===== src/rtl/ids_pkg.sv =====
`timescale 1ns / 1ps
`default_nettype none
// ----------------------------------------------------------------------------
// ids_pkg
// Types and codes shared by the integer deque with search and sort.
// ----------------------------------------------------------------------------
package ids_pkg;

    typedef enum logic [2:0] {
        REQ_PUSH_BACK  = 3'd0,
        REQ_PUSH_FRONT = 3'd1,
        REQ_POP_BACK   = 3'd2,
        REQ_POP_FRONT  = 3'd3,
        REQ_FIND       = 3'd4,
        REQ_READ       = 3'd5,
        REQ_SORT       = 3'd6,
        REQ_CLEAR      = 3'd7
    } t_req_kind;

    localparam logic [2:0] STATUS_OK        = 3'd0;
    localparam logic [2:0] STATUS_FULL      = 3'd1;
    localparam logic [2:0] STATUS_EMPTY     = 3'd2;
    localparam logic [2:0] STATUS_RANGE     = 3'd3;
    localparam logic [2:0] STATUS_NOT_FOUND = 3'd4;

    typedef struct packed {
        t_req_kind          req_type;
        logic signed [31:0] data_value;
        logic        [5:0]  position;
    } t_req;

    typedef struct packed {
        logic        [2:0]  status;
        logic        [5:0]  found_position;
        logic signed [31:0] read_value;
        logic        [6:0]  entry_count;
    } t_rsp;

    typedef enum logic [2:0] {
        ST_IDLE,
        ST_READ,
        ST_FIND,
        ST_SORT_START,
        ST_SORT_FIRST,
        ST_SORT_RUN,
        ST_SORT_TAIL
    } t_state;

endpackage
`default_nettype wire


===== src/rtl/int_deque_search_sort.sv =====
`timescale 1ns / 1ps
`default_nettype none
// ----------------------------------------------------------------------------
// int_deque_search_sort
// Bounded deque of signed integers with find, indexed read, sort and clear.
// ----------------------------------------------------------------------------
// A request is taken when start is high and busy is low; its single result
// appears on o_result for one cycle with o_done, and must be captured then.
// Push, pop and clear finish in the cycle after they are taken; read waits
// in ST_READ for the RAM data. Find streams the entry RAM one entry per
// cycle from the front until a match or the last entry. Sort runs bubble
// passes over the RAM, one entry per cycle per pass; the single RAM read
// port sets these rates. No clearing pass is needed.
module int_deque_search_sort #(
    parameter int CAPACITY    = 64,
    parameter int VALUE_WIDTH = 32
) (
    input  wire          i_clk,
    input  wire          i_rst_n,
    input  wire          start,
    input  wire ids_pkg::t_req i_req,
    output logic         busy,
    output logic         o_done,
    output ids_pkg::t_rsp o_result
);

    localparam int AW = (CAPACITY > 1) ? $clog2(CAPACITY) : 1;
    localparam int CW = $clog2(CAPACITY + 1);
    localparam int XW = (CW > 6) ? CW : 6;
    localparam int VW = VALUE_WIDTH;

    ids_pkg::t_state    r_state, n_state;
    logic [CW-1:0]      r_occ, n_occ;
    logic [AW-1:0]      r_front, n_front;
    logic [AW-1:0]      r_idx, n_idx;
    logic [CW-1:0]      r_lim, n_lim;
    logic [VW-1:0]      r_carry, n_carry;
    logic [VW-1:0]      r_val, n_val;
    logic               r_done, n_done;
    ids_pkg::t_rsp      r_rsp, n_rsp;

    logic               ram_we;
    logic [AW-1:0]      ram_waddr;
    logic [VW-1:0]      ram_wdata;
    logic [AW-1:0]      ram_raddr;
    logic [VW-1:0]      ram_rdata;

    logic [VW-1:0]      in_val;
    logic [63:0]        in_ext;
    logic [63:0]        rd_ext;
    logic [AW-1:0]      idx_inc;
    logic [AW-1:0]      idx_dec;
    logic               rd_less;

    ids_ram #(.WIDTH(VW), .DEPTH(CAPACITY)) u_ram (
        .i_clk   (i_clk),
        .i_we    (ram_we),
        .i_waddr (ram_waddr),
        .i_wdata (ram_wdata),
        .i_raddr (ram_raddr),
        .o_rdata (ram_rdata)
    );

    function automatic logic [AW-1:0] slot_of(input logic [AW-1:0] f, input logic [AW-1:0] p);
        logic [AW:0] s;
        s = {1'b0, f} + {1'b0, p};
        if (s >= (AW+1)'(CAPACITY)) begin
            s = s - (AW+1)'(CAPACITY);
        end
        return s[AW-1:0];
    endfunction

    assign in_ext  = {{32{i_req.data_value[31]}}, i_req.data_value};
    assign in_val  = in_ext[VW-1:0];
    assign rd_ext  = 64'(ram_rdata);
    assign idx_inc = r_idx + 1'b1;
    assign idx_dec = r_idx - 1'b1;
    assign rd_less = $signed(ram_rdata) < $signed(r_carry);

    always_ff @(posedge i_clk) begin
        if (!i_rst_n) begin
            r_state <= ids_pkg::ST_IDLE;
            r_occ   <= '0;
            r_front <= '0;
            r_done  <= 1'b0;
        end else begin
            r_state <= n_state;
            r_occ   <= n_occ;
            r_front <= n_front;
            r_done  <= n_done;
        end
    end

    always_ff @(posedge i_clk) begin
        r_idx   <= n_idx;
        r_lim   <= n_lim;
        r_carry <= n_carry;
        r_val   <= n_val;
        r_rsp   <= n_rsp;
    end

    always_comb begin
        n_state   = r_state;
        n_occ     = r_occ;
        n_front   = r_front;
        n_idx     = r_idx;
        n_lim     = r_lim;
        n_carry   = r_carry;
        n_val     = r_val;
        n_done    = 1'b0;
        n_rsp     = r_rsp;
        ram_we    = 1'b0;
        ram_waddr = '0;
        ram_wdata = '0;
        ram_raddr = slot_of(r_front, '0);
        n_rsp.status         = ids_pkg::STATUS_OK;
        n_rsp.found_position = '0;
        n_rsp.read_value     = '0;

        case (r_state)
            ids_pkg::ST_IDLE: begin
                if (start) begin
                    n_done = 1'b1;
                    case (i_req.req_type)
                        ids_pkg::REQ_PUSH_BACK: begin
                            if (r_occ == CW'(CAPACITY)) begin
                                n_rsp.status = ids_pkg::STATUS_FULL;
                            end else begin
                                ram_we    = 1'b1;
                                ram_waddr = slot_of(r_front, AW'(r_occ));
                                ram_wdata = in_val;
                                n_occ     = r_occ + 1'b1;
                            end
                        end
                        ids_pkg::REQ_PUSH_FRONT: begin
                            if (r_occ == CW'(CAPACITY)) begin
                                n_rsp.status = ids_pkg::STATUS_FULL;
                            end else begin
                                n_front   = (r_front == '0) ? AW'(CAPACITY - 1)
                                                            : r_front - 1'b1;
                                ram_we    = 1'b1;
                                ram_waddr = n_front;
                                ram_wdata = in_val;
                                n_occ     = r_occ + 1'b1;
                            end
                        end
                        ids_pkg::REQ_POP_BACK: begin
                            if (r_occ == '0) begin
                                n_rsp.status = ids_pkg::STATUS_EMPTY;
                            end else begin
                                n_occ = r_occ - 1'b1;
                            end
                        end
                        ids_pkg::REQ_POP_FRONT: begin
                            if (r_occ == '0) begin
                                n_rsp.status = ids_pkg::STATUS_EMPTY;
                            end else begin
                                n_occ   = r_occ - 1'b1;
                                n_front = slot_of(r_front, AW'(1));
                            end
                        end
                        ids_pkg::REQ_FIND: begin
                            if (r_occ == '0) begin
                                n_rsp.status = ids_pkg::STATUS_NOT_FOUND;
                            end else begin
                                n_done  = 1'b0;
                                n_val   = in_val;
                                n_idx   = '0;
                                n_state = ids_pkg::ST_FIND;
                            end
                        end
                        ids_pkg::REQ_READ: begin
                            if (r_occ == '0) begin
                                n_rsp.status = ids_pkg::STATUS_EMPTY;
                            end else if (XW'(i_req.position) >= XW'(r_occ)) begin
                                n_rsp.status = ids_pkg::STATUS_RANGE;
                            end else begin
                                n_done    = 1'b0;
                                ram_raddr = slot_of(r_front, AW'(i_req.position));
                                n_state   = ids_pkg::ST_READ;
                            end
                        end
                        ids_pkg::REQ_SORT: begin
                            if (r_occ > CW'(1)) begin
                                n_done  = 1'b0;
                                n_lim   = r_occ;
                                n_state = ids_pkg::ST_SORT_FIRST;
                            end
                        end
                        ids_pkg::REQ_CLEAR: begin
                            n_occ   = '0;
                            n_front = '0;
                        end
                        default: begin
                            n_rsp.status = ids_pkg::STATUS_OK;
                        end
                    endcase
                end
            end
            ids_pkg::ST_READ: begin
                n_done           = 1'b1;
                n_rsp.read_value = rd_ext[31:0];
                n_state          = ids_pkg::ST_IDLE;
            end
            ids_pkg::ST_FIND: begin
                if (ram_rdata == r_val) begin
                    n_done               = 1'b1;
                    n_rsp.found_position = 6'(r_idx);
                    n_state              = ids_pkg::ST_IDLE;
                end else if (CW'(idx_inc) < r_occ && idx_inc != '0) begin
                    ram_raddr = slot_of(r_front, idx_inc);
                    n_idx     = idx_inc;
                end else begin
                    n_done       = 1'b1;
                    n_rsp.status = ids_pkg::STATUS_NOT_FOUND;
                    n_state      = ids_pkg::ST_IDLE;
                end
            end
            ids_pkg::ST_SORT_START: begin
                n_state = ids_pkg::ST_SORT_FIRST;
            end
            ids_pkg::ST_SORT_FIRST: begin
                n_carry   = ram_rdata;
                ram_raddr = slot_of(r_front, AW'(1));
                n_idx     = AW'(1);
                n_state   = ids_pkg::ST_SORT_RUN;
            end
            ids_pkg::ST_SORT_RUN: begin
                // the larger value bubbles on, the smaller lands one slot back
                ram_we    = 1'b1;
                ram_waddr = slot_of(r_front, idx_dec);
                ram_wdata = rd_less ? ram_rdata : r_carry;
                n_carry   = rd_less ? r_carry : ram_rdata;
                if (CW'(idx_inc) < r_lim && idx_inc != '0) begin
                    ram_raddr = slot_of(r_front, idx_inc);
                    n_idx     = idx_inc;
                end else begin
                    n_state = ids_pkg::ST_SORT_TAIL;
                end
            end
            ids_pkg::ST_SORT_TAIL: begin
                ram_we    = 1'b1;
                ram_waddr = slot_of(r_front, r_idx);
                ram_wdata = r_carry;
                n_lim     = r_lim - 1'b1;
                if (n_lim > CW'(1)) begin
                    n_state = ids_pkg::ST_SORT_START;
                end else begin
                    n_done  = 1'b1;
                    n_state = ids_pkg::ST_IDLE;
                end
            end
            default: begin
                n_state = ids_pkg::ST_IDLE;
            end
        endcase

        n_rsp.entry_count = 7'(n_occ);
    end

    assign busy     = (r_state != ids_pkg::ST_IDLE);
    assign o_done   = r_done;
    assign o_result = r_rsp;

`ifndef SYNTH
    a_occ_bound: assert property (@(posedge i_clk) disable iff (!i_rst_n)
        r_occ <= CW'(CAPACITY))
        else $error("occupancy above capacity");

    a_single_cycle: assert property (@(posedge i_clk) disable iff (!i_rst_n)
        (start && !busy && (i_req.req_type == ids_pkg::REQ_PUSH_BACK ||
         i_req.req_type == ids_pkg::REQ_POP_FRONT ||
         i_req.req_type == ids_pkg::REQ_CLEAR)) |=> (o_done && !busy))
        else $error("simple request did not finish in one cycle");

    a_count_match: assert property (@(posedge i_clk) disable iff (!i_rst_n)
        o_done |-> (o_result.entry_count == 7'(r_occ)))
        else $error("reported count differs from occupancy");

    a_occ_stable_busy: assert property (@(posedge i_clk) disable iff (!i_rst_n)
        (busy && $past(busy)) |-> $stable(r_occ))
        else $error("occupancy changed during a long request");
`endif

endmodule
`default_nettype wire


===== src/rtl/ids_ram.sv =====
`timescale 1ns / 1ps
`default_nettype none
// ----------------------------------------------------------------------------
// ids_ram
// Generic single-write, single-read RAM with registered read data.
// ----------------------------------------------------------------------------
module ids_ram #(
    parameter int WIDTH = 32,
    parameter int DEPTH = 64
) (
    input  wire                      i_clk,
    input  wire                      i_we,
    input  wire [$clog2(DEPTH)-1:0]  i_waddr,
    input  wire [WIDTH-1:0]          i_wdata,
    input  wire [$clog2(DEPTH)-1:0]  i_raddr,
    output logic [WIDTH-1:0]         o_rdata
);

    logic [WIDTH-1:0] mem [DEPTH];

    always_ff @(posedge i_clk) begin
        if (i_we) begin
            mem[i_waddr] <= i_wdata;
        end
        o_rdata <= mem[i_raddr];
    end

endmodule
`default_nettype wire


===== config.mk =====
export PLATFORM = sky130hd
export DESIGN_NAME = int_deque_search_sort
export DESIGN_NICKNAME = d
export VERILOG_FILES = /design/src/rtl/ids_pkg.sv /design/src/rtl/int_deque_search_sort.sv /design/src/rtl/ids_ram.sv
export SDC_FILE = /design/constraint.sdc
export NUM_CORES = 2
export LEC_CHECK = 0
export BUFFER_PORTS_ARGS = -buffer_cell sky130_fd_sc_hd__buf_2
export CAP_MARGIN = 10
export CORE_ASPECT_RATIO = 0.8
export CORE_MARGIN = 4
export CORE_UTILIZATION = 50
export CTS_CLUSTER_DIAMETER = 100
export CTS_CLUSTER_SIZE = 20
export DETAILED_ROUTE_END_ITERATION = 16
export PLACE_DENSITY = 0.74
export SKIP_LAST_GASP = 1
export SLEW_MARGIN = 25
export SYNTH_ARGS = -nofsm -noshare
export SYNTH_HDL_FRONTEND = slang
export SYNTH_HIERARCHICAL = 1
export SYNTH_SLANG_ARGS = --single-unit
export TNS_END_PERCENT = 20

===== constraint.sdc =====
create_clock -name i_clk -period 5.6 [get_ports i_clk]
set_clock_uncertainty 0.1 [all_clocks]
set_input_delay 0.28 -clock i_clk [delete_from_list [all_inputs] [get_ports i_clk]]
set_output_delay 0.28 -clock i_clk [all_outputs]
set_load 0.01 [all_outputs]

==> flow_summary.json <==
{
  "cts_tree": "done",
  "async_flop_share_pct": 0,
  "multiInputGateArea_um2": 21220,
  "synth_edf_count": 2125,
  "end_kind": "register",
  "fp.coreArea_um2": 174500,
  "hold_class": "in2reg",
  "track_usage_pct": 26.18,
  "max_cap_violations": 0,
  "syn_area_um2": 87910,
  "path_max_fanout": 32,
  "grt_pass1_wl_mm": 341.9,
  "p_leak_nw": 31.53,
  "antenna_found_initial": 27,
  "cts-root-buf": "clkbuf_16",
  "wl_per_cell_um": 33.30,
  "dr.pass1.iters": 6,
  "finalSetupViolCount": 0,
  "cts.clk_slew.worst_paths_ns": 0.09,
  "ys_types": 85,
  "place_ws_ns": -0.2827,
  "start_kind": "register",
  "finalCriticalPeriod_ns": 5.486,
  "slew_violations": 0,
  "fp.dieH_um": 383.0,
  "avgSynthCellArea_um2": 19.90,
  "area_growth_pct": 12.71,
  "die_w_um": 476.8,
  "grt_overflow_total": 0,
  "initial_core_util_pct": 50.38,
  "slew-limit-headroom_pct": 22.58,
  "rsz0062_at_grt": "yes",
  "synth_nets": 4542,
  "cts_buffers": 130,
  "vias_per_cell": 6.646,
  "gp_congestion": 0.9048,
  "netlist_instances": 4418,
  "synth_seq_cells": 2222,
  "crit_arrival_ns": 6.12,
  "clk_latency_ns": 0.82,
  "dieArea_um2": 182600,
  "htreeDepth": 4,
  "final_area_um2": 99080,
  "ios": 94,
  "rows": 137,
  "io_buffers": 93,
  "yosysWarnings": 6,
  "crit_required_ns": 6.23,
  "synth-seq-area-share_pct": 74.80,
  "final-seq-area_um2": 65760,
  "drt-total-wl_mm": 240.4,
  "p_per_area_nw_per_um2": 465.3,
  "ir_drop_mv": 0.3732,
  "post_dp_cell_area_um2": 94630,
  "final_cell_mix": "2125 x edfxtp_1, 446 x mux4_2, 280 x buf_4",
  "outcome": "finished, final reports clean",
  "drive_gt1_share_pct": 25.33,
  "fin_nets": 4953,
  "fmax_mhz": 182.3,
  "cts_sinks": 2222,
  "fin_crit_sh_pct": 97.96,
  "worst_pin_slew_ns": 1.149,
  "layout_commonest_cell": "edfxtp_1",
  "hpwl_mm": 149.7,
  "num_vias": 47970,
  "grt_pass1_vias": 46140,
  "drtAntennaViolNets": 0,
  "setup_slack_ns": 0.1143,
  "cts_buffer_depth": 3,
  "finalHoldViolations": 0,
  "nFillCells": 12540,
  "crit_type": "reg2reg",
  "drt_iter0_markers": 7765,
  "synth-main-ff-cell": "edfxtp_1",
  "drc": 0,
  "grt_max_degree": 65
}
per-layer routing:
layer / wire length (µm) / GRT usage, % / part of all wire [%]
met5: 108 / 0 / 0.045
met1: 90380 / 38.64 / 38
met3: 37220 / 7.997 / 15
met2: 105300 / 37.97 / 44
met4: 7381 / 7.602 / 3.1
through the flow:
step	hold WS, ns	utilization, %	cells	total power [mW]	setup TNS [ns]
floorplan	0.2789	-	4418	29.91	0
global placement	0.3712	54.21	6944	35.88	-1.735
detailed placement	0.3746	54.23	6945	36.11	-1.008
CTS	0.05593	56.66	7204	45.80	-0.07525
global route	0.08977	56.77	7208	47.70	-0.4198
finish	0.08538	56.78	7218	46.10	0
report_power, final:
group          internal (mW)  switching, mW
registers               18.8          0.571
logic                   7.34           9.60
clock network           4.51           5.27
total                   30.7           15.4
cells by family (layout without fill, tap and decap cells):
| family | Yosys count | after routing | share of synthesized area, % |
|---|---|---|---|
| XOR/XNOR | 74 | 74 | 0.7373 |
| AND/OR/NAND/NOR | 516 | 516 | 3.013 |
| buffers and inverters | 310 | 807 | 1.944 |
| adder cells (fa/ha/maj) | 80 | 80 | 1.173 |
| AO/OA/AOI/OAI | 579 | 579 | 4.731 |
| other | 0 | 10 | 0 |
| multiplexers | 637 | 637 | 13.60 |
| flip-flops | 2222 | 2222 | 74.80 |
critical path, cell delays in order, from the launching register on:
cell	delay (ns)
dfxtp_1	0.66
xor2_1	0.13
nor4_1	0.67
nand4_1	0.33
nor3_1	0.50
nor4_4	0.16
buf_4	0.20
a211oi_4	0.29
buf_12	0.22
buf_12	0.27
buf_4	0.24
mux4_2	0.22
mux2i_1	0.08
o21ai_0	0.89
and4_1	0.38
area by class of cell:
type	count	area share [%]
timing repair buffer	523	5.223
multi-input combinational	1886	21.42
clock inverter	15	0.1781
sequential	2222	66.37
tap	2293	2.896
antenna	10	0.02526
inverter	66	0.2500
clock buffer	203	3.646
cells in the mapped netlist (22+ instances only):
master | number | share of area, %
mux2i_1 | 191 | 2.2
nand2_1 | 83 | 0.35
nor2_1 | 140 | 0.60
o21ai_0 | 59 | 0.34
buf_4 | 28 | 0.24
a221o_1 | 38 | 0.43
edfxtp_1 | 2125 | 73
a31oi_1 | 27 | 0.19
dfxtp_1 | 97 | 2.2
buf_6 | 34 | 0.44
xnor2_1 | 26 | 0.26
buf_2 | 63 | 0.36
xor2_1 | 48 | 0.48
mux4_2 | 446 | 11
a21oi_1 | 78 | 0.44
and2_1 | 77 | 0.55
a211oi_1 | 38 | 0.32
clkbuf_1 | 101 | 0.43
o22ai_1 | 54 | 0.38
inv_1 | 65 | 0.28
nor3_1 | 22 | 0.13
nand3_1 | 65 | 0.37
ha_1 | 76 | 1.1
a22oi_1 | 129 | 1.1
registers in the layout (all words and copies together) (netlist names):
register	flops
u_ram/mem	2048
r_idx	6
r_val	32
r_state	3
u_ram/o_rdata	32
o_done	1
r_lim	7
o_result	48
r_occ	7
r_carry	32
r_front	6
path summary, 6_finish.rpt:
kind                                                start                         to  slack (ns)  cells past startpoint
worst max-delay path            u_ram/o_rdata[10]$_DFF_P_  u_ram/o_rdata[11]$_DFF_P_        0.11                     14
worst min-delay path                            i_req[36]        r_val[30]$_DFFE_PP_        0.09                      2
worst max register to register  u_ram/o_rdata[10]$_DFF_P_  u_ram/o_rdata[11]$_DFF_P_        0.11                     14
worst min register to register         r_idx[2]$_DFFE_PP_    o_result[41]$_SDFF_PN0_        0.42                      1
repair_timing:
item                                    4_1_cts  5_1_grt
hold buffers                                 39        0
pin swaps                                     1        2
cloned                                        1        0
endpoints found under the hold margin        65        0
buffers inserted                              1        4
resized for setup                             6       32
endpoints found under the setup margin       13       26
Note: power is estimated with default switching activity, not from simulation.
